--- config.mk ---
export PLATFORM = sky130hd
export DESIGN_NAME = sorted_task_priority_queue
export DESIGN_NICKNAME = d
export VERILOG_FILES = /design/src/rtl/core/stpq_pkg.sv /design/src/rtl/core/sorted_task_priority_queue.sv /design/src/rtl/core/stpq_ctrl.sv /design/src/rtl/core/stpq_dp.sv
export SDC_FILE = /design/constraint.sdc
export NUM_CORES = 1
export LEC_CHECK = 0
export CAP_MARGIN = 20
export CORE_UTILIZATION = 55
export DETAILED_ROUTE_END_ITERATION = 10
export DONT_BUFFER_PORTS = 1
export GPL_TIMING_DRIVEN = 0
export PLACE_DENSITY = 0.81
export SLEW_MARGIN = 15
export SYNTH_ARGS = -nofsm -noshare
export SYNTH_HDL_FRONTEND = slang
export SYNTH_SLANG_ARGS = --single-unit
export TNS_END_PERCENT = 5
--- constraint.sdc ---
create_clock -name clk -period 4.3 [get_ports clk]
set_clock_uncertainty 0.15 [all_clocks]
set_input_delay 0.86 -clock clk [delete_from_list [all_inputs] [get_ports clk]]
set_output_delay 0.86 -clock clk [all_outputs]
set_load 0.02 [all_outputs]
--- src/rtl/core/stpq_pkg.sv ---
// Shared types and codes for the sorted task priority queue.
package stpq_pkg;
	typedef enum logic [1:0] {
		CMD_INSERT = 2'd0,
		CMD_REMOVE = 2'd1,
		CMD_QUERY  = 2'd2,
		CMD_NOP    = 2'd3
	} cmd_t;

	typedef enum logic [1:0] {
		ST_DONE      = 2'd0,
		ST_FULL      = 2'd1,
		ST_NOT_FOUND = 2'd2
	} status_t;

	typedef enum logic [1:0] {
		S_IDLE = 2'd0,
		S_EXEC = 2'd1,
		S_OUT  = 2'd2
	} state_t;

	// controller -> datapath
	typedef struct packed {
		logic load;   // capture input beat
		logic exec;   // search results registered; update array and result
	} dp_cmd_t;
endpackage

--- src/rtl/core/sorted_task_priority_queue.sv ---
// Sorted task priority queue: highest priority first, new task ahead of equals.
// A beat's compares are registered, the queue updates at execute, and the
// result is held until drained; the next beat waits for idle or for that drain.
// Reset (arst_n, async low) empties the queue; entry contents are not cleared.
// Head and occupancy come straight from cell 0 and the count; status, found and
// removed priority are registered at execute.
module sorted_task_priority_queue import stpq_pkg::*; #(
	parameter int QUEUE_DEPTH = 16
) (
	input  logic        clk,
	input  logic        arst_n,
	input  logic        in_valid,
	output logic        in_ready,
	input  logic [1:0]  command,
	input  logic [15:0] task_id,
	input  logic [7:0]  priority_req,
	output logic        out_valid,
	input  logic        out_ready,
	output logic [1:0]  status,
	output logic        found,
	output logic [7:0]  removed_priority,
	output logic [15:0] head_task_id,
	output logic        head_valid,
	output logic [4:0]  occupancy
);
	dp_cmd_t dcmd;

	// sequencer: idle -> execute -> hold result
	stpq_ctrl u_ctrl (
		.clk(clk), .arst_n(arst_n),
		.in_valid(in_valid), .in_ready(in_ready),
		.out_valid(out_valid), .out_ready(out_ready),
		.cmd(dcmd)
	);

	// entry cells with parallel id/priority compares
	stpq_dp #(.QUEUE_DEPTH(QUEUE_DEPTH)) u_dp (
		.clk(clk), .arst_n(arst_n), .cmd(dcmd),
		.command(command), .task_id(task_id), .priority_req(priority_req),
		.status(status), .found(found), .removed_priority(removed_priority),
		.head_task_id(head_task_id), .head_valid(head_valid),
		.occupancy(occupancy)
	);

	// queue never exceeds its depth
	a_occ: assert property (@(posedge clk) disable iff (!arst_n)
		occupancy <= 5'(QUEUE_DEPTH)) else $error("occupancy overflow");
	// a full report comes only with occupancy at the depth
	a_full: assert property (@(posedge clk) disable iff (!arst_n)
		out_valid && status == ST_FULL |-> occupancy == 5'(QUEUE_DEPTH))
		else $error("full status with room");
	// a removal reports that the task was present
	a_rm: assert property (@(posedge clk) disable iff (!arst_n)
		out_valid && removed_priority != 8'd0 |-> found)
		else $error("removed priority without match");
	// no input beat taken while an execute is in flight
	a_seq: assert property (@(posedge clk) disable iff (!arst_n)
		in_valid && in_ready |=> !in_ready && !out_valid)
		else $error("overlapping commands");
endmodule

--- src/rtl/core/stpq_ctrl.sv ---
// Controller state machine for the sorted task priority queue.
module stpq_ctrl import stpq_pkg::*; (
	input  logic    clk,
	input  logic    arst_n,
	input  logic    in_valid,
	output logic    in_ready,
	output logic    out_valid,
	input  logic    out_ready,
	output dp_cmd_t cmd
);
	state_t state_q, state_next;

	always_ff @(posedge clk or negedge arst_n) begin
		if (!arst_n) state_q <= S_IDLE;
		else state_q <= state_next;
	end

	always_comb begin
		state_next = state_q;
		case (state_q)
			S_IDLE: if (in_valid) state_next = S_EXEC;
			S_EXEC: state_next = S_OUT;
			S_OUT: begin
				if (out_ready) state_next = in_valid ? S_EXEC : S_IDLE;
			end
			default: state_next = S_IDLE;
		endcase
	end

	// next beat is taken in the same cycle the result drains
	always_comb begin
		in_ready  = 1'b0;
		out_valid = 1'b0;
		cmd       = '0;
		case (state_q)
			S_IDLE: in_ready = 1'b1;
			S_EXEC: cmd.exec = 1'b1;
			S_OUT: begin
				out_valid = 1'b1;
				in_ready  = out_ready;
			end
			default: ;
		endcase
		cmd.load = in_valid & in_ready;
	end
endmodule

--- src/rtl/core/stpq_dp.sv ---
// Datapath: sorted entry cells, per-cell compares, shift update, result register.
module stpq_dp import stpq_pkg::*; #(
	parameter int QUEUE_DEPTH = 16
) (
	input  logic        clk,
	input  logic        arst_n,
	input  dp_cmd_t     cmd,
	input  logic [1:0]  command,
	input  logic [15:0] task_id,
	input  logic [7:0]  priority_req,
	output logic [1:0]  status,
	output logic        found,
	output logic [7:0]  removed_priority,
	output logic [15:0] head_task_id,
	output logic        head_valid,
	output logic [4:0]  occupancy
);
	localparam int CW = $clog2(QUEUE_DEPTH + 1);
	localparam int IW = (QUEUE_DEPTH > 1) ? $clog2(QUEUE_DEPTH) : 1;

	logic [15:0]  ids_q [QUEUE_DEPTH];
	logic [7:0]   pri_q [QUEUE_DEPTH];
	logic [CW-1:0] count_q;

	logic [1:0]  cmd_s1;
	logic [15:0] id_s1;
	logic [7:0]  pri_s1;

	// per-cell compare vectors, registered
	logic [QUEUE_DEPTH-1:0] match_s2, gt_s2;
	logic [QUEUE_DEPTH-1:0] match_c, gt_c, first_c, rm_c;
	logic [QUEUE_DEPTH-1:0] valid_c;

	always_ff @(posedge clk) begin
		if (cmd.load) begin
			cmd_s1 <= command;
			id_s1  <= task_id;
			pri_s1 <= priority_req;
		end
	end

	always_comb begin
		for (int i = 0; i < QUEUE_DEPTH; i++) begin
			valid_c[i] = (CW'(i) < count_q);
			match_c[i] = valid_c[i] && (ids_q[i] == task_id);
			gt_c[i]    = valid_c[i] && (pri_q[i] > priority_req);
		end
	end

	always_ff @(posedge clk) begin
		if (cmd.load) begin
			match_s2 <= match_c;
			gt_s2    <= gt_c;
		end
	end

	// lowest matching cell; cells at or after it shift toward cell 0 on remove
	always_comb begin
		first_c = match_s2 & (~match_s2 + 1'b1);
		rm_c    = ~(first_c - 1'b1) & {QUEUE_DEPTH{|match_s2}};
	end

	logic any_match, full, do_ins, do_rm;
	logic [7:0] rm_pri;
	always_comb begin
		any_match = |match_s2;
		full      = (count_q >= CW'(QUEUE_DEPTH));
		do_ins    = (cmd_s1 == CMD_INSERT) && !full;
		do_rm     = (cmd_s1 == CMD_REMOVE) && any_match;
		rm_pri    = '0;
		for (int i = 0; i < QUEUE_DEPTH; i++)
			if (first_c[i]) rm_pri = pri_q[i];
	end

	// gt_s2 is a prefix of ones; insert slot is its first zero
	always_ff @(posedge clk) begin
		if (cmd.exec) begin
			for (int i = 0; i < QUEUE_DEPTH; i++) begin
				if (do_ins) begin
					if (!gt_s2[i]) begin
						if (i == 0 || gt_s2[(i+QUEUE_DEPTH-1) % QUEUE_DEPTH]) begin
							ids_q[i] <= id_s1;
							pri_q[i] <= pri_s1;
						end else begin
							ids_q[i] <= ids_q[(i+QUEUE_DEPTH-1) % QUEUE_DEPTH];
							pri_q[i] <= pri_q[(i+QUEUE_DEPTH-1) % QUEUE_DEPTH];
						end
					end
				end else if (do_rm && rm_c[i] && i < QUEUE_DEPTH - 1) begin
					ids_q[i] <= ids_q[(i+1) % QUEUE_DEPTH];
					pri_q[i] <= pri_q[(i+1) % QUEUE_DEPTH];
				end
			end
		end
	end

	logic [CW-1:0] count_next;
	always_comb begin
		count_next = count_q;
		if (do_ins) count_next = count_q + 1'b1;
		else if (do_rm) count_next = count_q - 1'b1;
	end

	always_ff @(posedge clk or negedge arst_n) begin
		if (!arst_n) count_q <= '0;
		else if (cmd.exec) count_q <= count_next;
	end

	status_t st_c;
	always_comb begin
		st_c = ST_DONE;
		case (cmd_s1)
			CMD_INSERT: if (full) st_c = ST_FULL;
			CMD_REMOVE, CMD_QUERY: if (!any_match) st_c = ST_NOT_FOUND;
			default: st_c = ST_DONE;
		endcase
	end

	logic [1:0] status_q;
	logic       found_q;
	logic [7:0] rmp_q;

	always_ff @(posedge clk) begin
		if (cmd.exec) begin
			status_q <= st_c;
			found_q  <= any_match;
			rmp_q    <= do_rm ? rm_pri : 8'd0;
		end
	end

	logic [IW-1:0] unused_ix;
	assign unused_ix = '0;

	assign status           = status_q;
	assign found            = found_q;
	assign removed_priority = rmp_q;
	assign head_valid       = (count_q != '0);
	assign head_task_id     = head_valid ? ids_q[unused_ix] : 16'd0;
	assign occupancy        = 5'(count_q);
endmodule

==> results.yml <==
synth:
  synth_common_cells: "edfxtp_1, mux2i_1, a21oi_1, nand2_1, mux2_2"
  synth_most_common_cell: "edfxtp_1"
  synth_async_sr_flop_share_pct: 1.52
  yosys_warnings: 0
  avgSynthCellArea_sq_um: 11.0
  synth_edf_count: 453
  yosys_most_used_dff: "edfxtp_1"
  ys_seq_elements: 460
  synth_top_area_share_pct: 45.8
  netlist_area_sq_um: 29700
  syn_nets: 2875
  synth.distinct_cells: 61
  synth_area_leaders: "edfxtp_1, mux2i_1, mux2_2"
  synth_top_area_cell: "edfxtp_1"
  synth_cells: 2711
  synth_seq_area_share_pct: 46.4
sta:
  hold_ws_ns: 0.164
  finalCritPeriodShare_pct: 99.2
  fmax_mhz: 234
  final-setup-viol-count: 0
  slew_headroom_pct: 17.8
  worst_pin_slew_ns: 1.23
  rsz0062_at_grt: "true"
  final_hold_viol_count: 0
  slew_viol_final: 0
  finalCriticalPeriod_ns: 4.26
floorplanning:
  die_w_microns: 234
  die_height_microns: 234
  core_sq_um: 53000
  rows: 84
  start_util_pct: 56.1
  die_area_sq_um: 55000
  io_pins: 65
cts:
  htreeDepth: 2
  post_cts_buffers: 0
  cts_buffers: 51
  clk_path_buf_depth: 3
  clk_latency_ns: 0.64
  root_buffer: "clkbuf_16"
  cts_tree: "done"
  path_clk_slew_ns: 0.06
  cts.sinks: 460
route:
  drt-initial-drc-count: 3273
  ant_nets: 0
  drtPass1Iterations: 8
  drt_wl_total_microns: 105000
  vias: 24000
  drc: 0
  routed_via_density: 6.82
  wire_per_inst_microns: 29.9
cells_and_area:
  fin_util_pct: 62.1
  fillers: 4199
  final_layout_size_suffix_gt1_share_pct: 13.6
  multi_input_area_sq_um: 15100
  register_area_sq_um: 13800
  final_nets: 2947
  area_growth_pct: 10.6
power:
  peakVddDrop_v: 0.000353
  powerDensity_nw_per_um2: 404
  p_leak_nw: 11.1
worst_setup_path:
  r2r_start: "u_dp.occupancy[4]"
  cp-start-kind: "flip-flop"
  worstSetupEndpointType: "flip-flop"
  cp-startpoint: "u_dp.occupancy[4]"
  cp_max_fo: 17
  critPathRequiredTime_ns: 4.53
  cp.arrival_ns: 4.50
  worstSetupPathType: "flip-flop to flip-flop"
hold_path:
  worstHoldStart: "task_id[10]"
  hold_class: "input pin to flip-flop"
grt:
  grt_max_degree: 36
  antenna_found_initial: 3
  gr-total-overflow: 0
  grt_pass1_wl_microns: 152000
  grt_pass1_vias: 23400
  grtUsageTotal_pct: 38.0
outcome:
  status: "finished clean"
placement:
  portBuffers: 0
  dp_hpwl_microns: 79400
  gp_congestion: 1.06
flow_run:
  drv_cap: 0
[placed cells by master, fill, tap and decap left out, types with 10 or more instances in the layout]
| master | Yosys | final |
|---|---|---|
| a21o_1 | 26 | 26 |
| a21oi_1 | 206 | 206 |
| a221oi_1 | 24 | 24 |
| a31oi_1 | 17 | 17 |
| and2_1 | 22 | 21 |
| and4_1 | 16 | 16 |
| buf_2 | 53 | 53 |
| buf_6 | 4 | 10 |
| clkbuf_1 | 119 | 127 |
| clkbuf_16 | 0 | 53 |
| clkinv_2 | 0 | 10 |
| edfxtp_1 | 453 | 453 |
| ha_1 | 134 | 134 |
| inv_1 | 55 | 55 |
| mux2_2 | 185 | 185 |
| mux2i_1 | 271 | 271 |
| nand2_1 | 189 | 189 |
| nand2b_1 | 14 | 14 |
| nand3_1 | 27 | 27 |
| nand4_1 | 32 | 32 |
| nor2_1 | 184 | 183 |
| nor2b_1 | 20 | 20 |
| nor3_1 | 30 | 28 |
| nor3_2 | 11 | 12 |
| nor4_1 | 45 | 45 |
| o21a_1 | 29 | 29 |
| o21ai_0 | 158 | 151 |
| o22ai_1 | 18 | 15 |
| xnor2_1 | 82 | 82 |
| xor2_1 | 178 | 178 |
[where the power goes]
group / total, mW / internal, mW / leakage, nW / switching, mW
Sequential: 5.91 / 5.42 / 4.23 / 0.487
Combinational: 2.63 / 0.916 / 6.03 / 1.72
Clock: 4.74 / 2.76 / 0.863 / 1.98
[cell families (layout without fill, tap and decap cells)]
group / count (synthesis) / in the layout / share of synthesized area [%]
AO/OA/AOI/OAI: 533 / 533 / 10.5
XOR/XNOR: 260 / 260 / 7.66
adder cells (fa/ha/maj): 134 / 134 / 5.64
buffers and inverters: 241 / 355 / 3.39
flip-flops: 460 / 460 / 46.4
multiplexers: 457 / 457 / 16.2
other: 0 / 4 / 0
AND/OR/NAND/NOR: 626 / 626 / 10.2
[worst max-delay path: stages, from the launching register on]
cell,delay (ns)
dfrtp_1,0.46
clkbuf_1,0.37
nor2b_1,0.17
nand2_1,0.41
buf_1,0.94
clkbuf_2,0.82
o22ai_2,0.38
buf_6,0.29
[area by class of cell]
type	instances	area share [%]
multi-input cells	2010	45.8
clock buffers	65	4.20
inverters	55	0.628
plain buffers	186	2.44
well taps	688	2.62
repair buffers	19	1.16
flip-flops and latches	460	41.9
clock inverters	30	1.18
diodes	4	0.0304
[state kept, by name (all words and copies together) (netlist names)]
signal,cells
u_dp.ids_q,256
u_dp.pri_q,128
u_dp.gt_s2,16
u_dp.id_s1,16
u_dp.match_s2,16
u_dp.pri_s1,8
u_dp.removed_priority,8
u_dp.occupancy,5
u_ctrl.state_q,2
u_dp.cmd_s1,2
u_dp.status,2
u_dp.found,1
[routing by layer]
| metal | part of all wire (%) | up-vias | GRT usage [%] |
|---|---|---|---|
| met4 | 4.2 | 0 | 14.8 |
| met1 | 39 | 11900 | 51.1 |
| met3 | 12 | 281 | 9.06 |
| met2 | 45 | 1659 | 59.3 |
| li1 | - | 10200 | - |
| met5 | 0 | - | 0 |
[stage by stage]
step / TNS (ns) / instances / setup WS [ns] / power, mW / area, sq um
floorplan: 0 / 2711 / 0.514 / 7.42 / 29700
detailed placement: 0 / 3416 / 0.139 / 8.49 / 31100
finish: 0 / 3517 / 0.0350 / 13.3 / 32900
global route: -0.330 / 3513 / -0.0292 / 13.6 / 32900
global placement: -334.30 / 3399 / -1.66 / 8.32 / 30600
CTS: 0 / 3512 / 0.102 / 13.2 / 32800
[path summary, 6_finish.rpt]
| check | end | slack [ns] | depth (start not counted) |
|---|---|---|---|
| max in group asynchronous | u_dp.occupancy[0] | 3.36 | 1 |
| hold reg to reg | u_dp.ids_q[1][108] | 0.45 | 2 |
| min in group asynchronous | u_dp.occupancy[3] | 0.41 | 1 |
| setup reg to reg | u_dp.ids_q[1][9] | 0.04 | 7 |
| setup / recovery | u_dp.ids_q[1][9] | 0.04 | 7 |
| hold / removal | u_dp.id_s1[10] | 0.16 | 0 |
[what timing repair did]
| item | in CTS | in global routing |
|---|---|---|
| gates resized for setup | 1 | 2 |
| setup endpoints to repair | 9 | 37 |
| hold buffers | 1 | 0 |
| hold endpoints to repair | 7 | 0 |
Note: power is estimated with default switching activity, not from simulation.
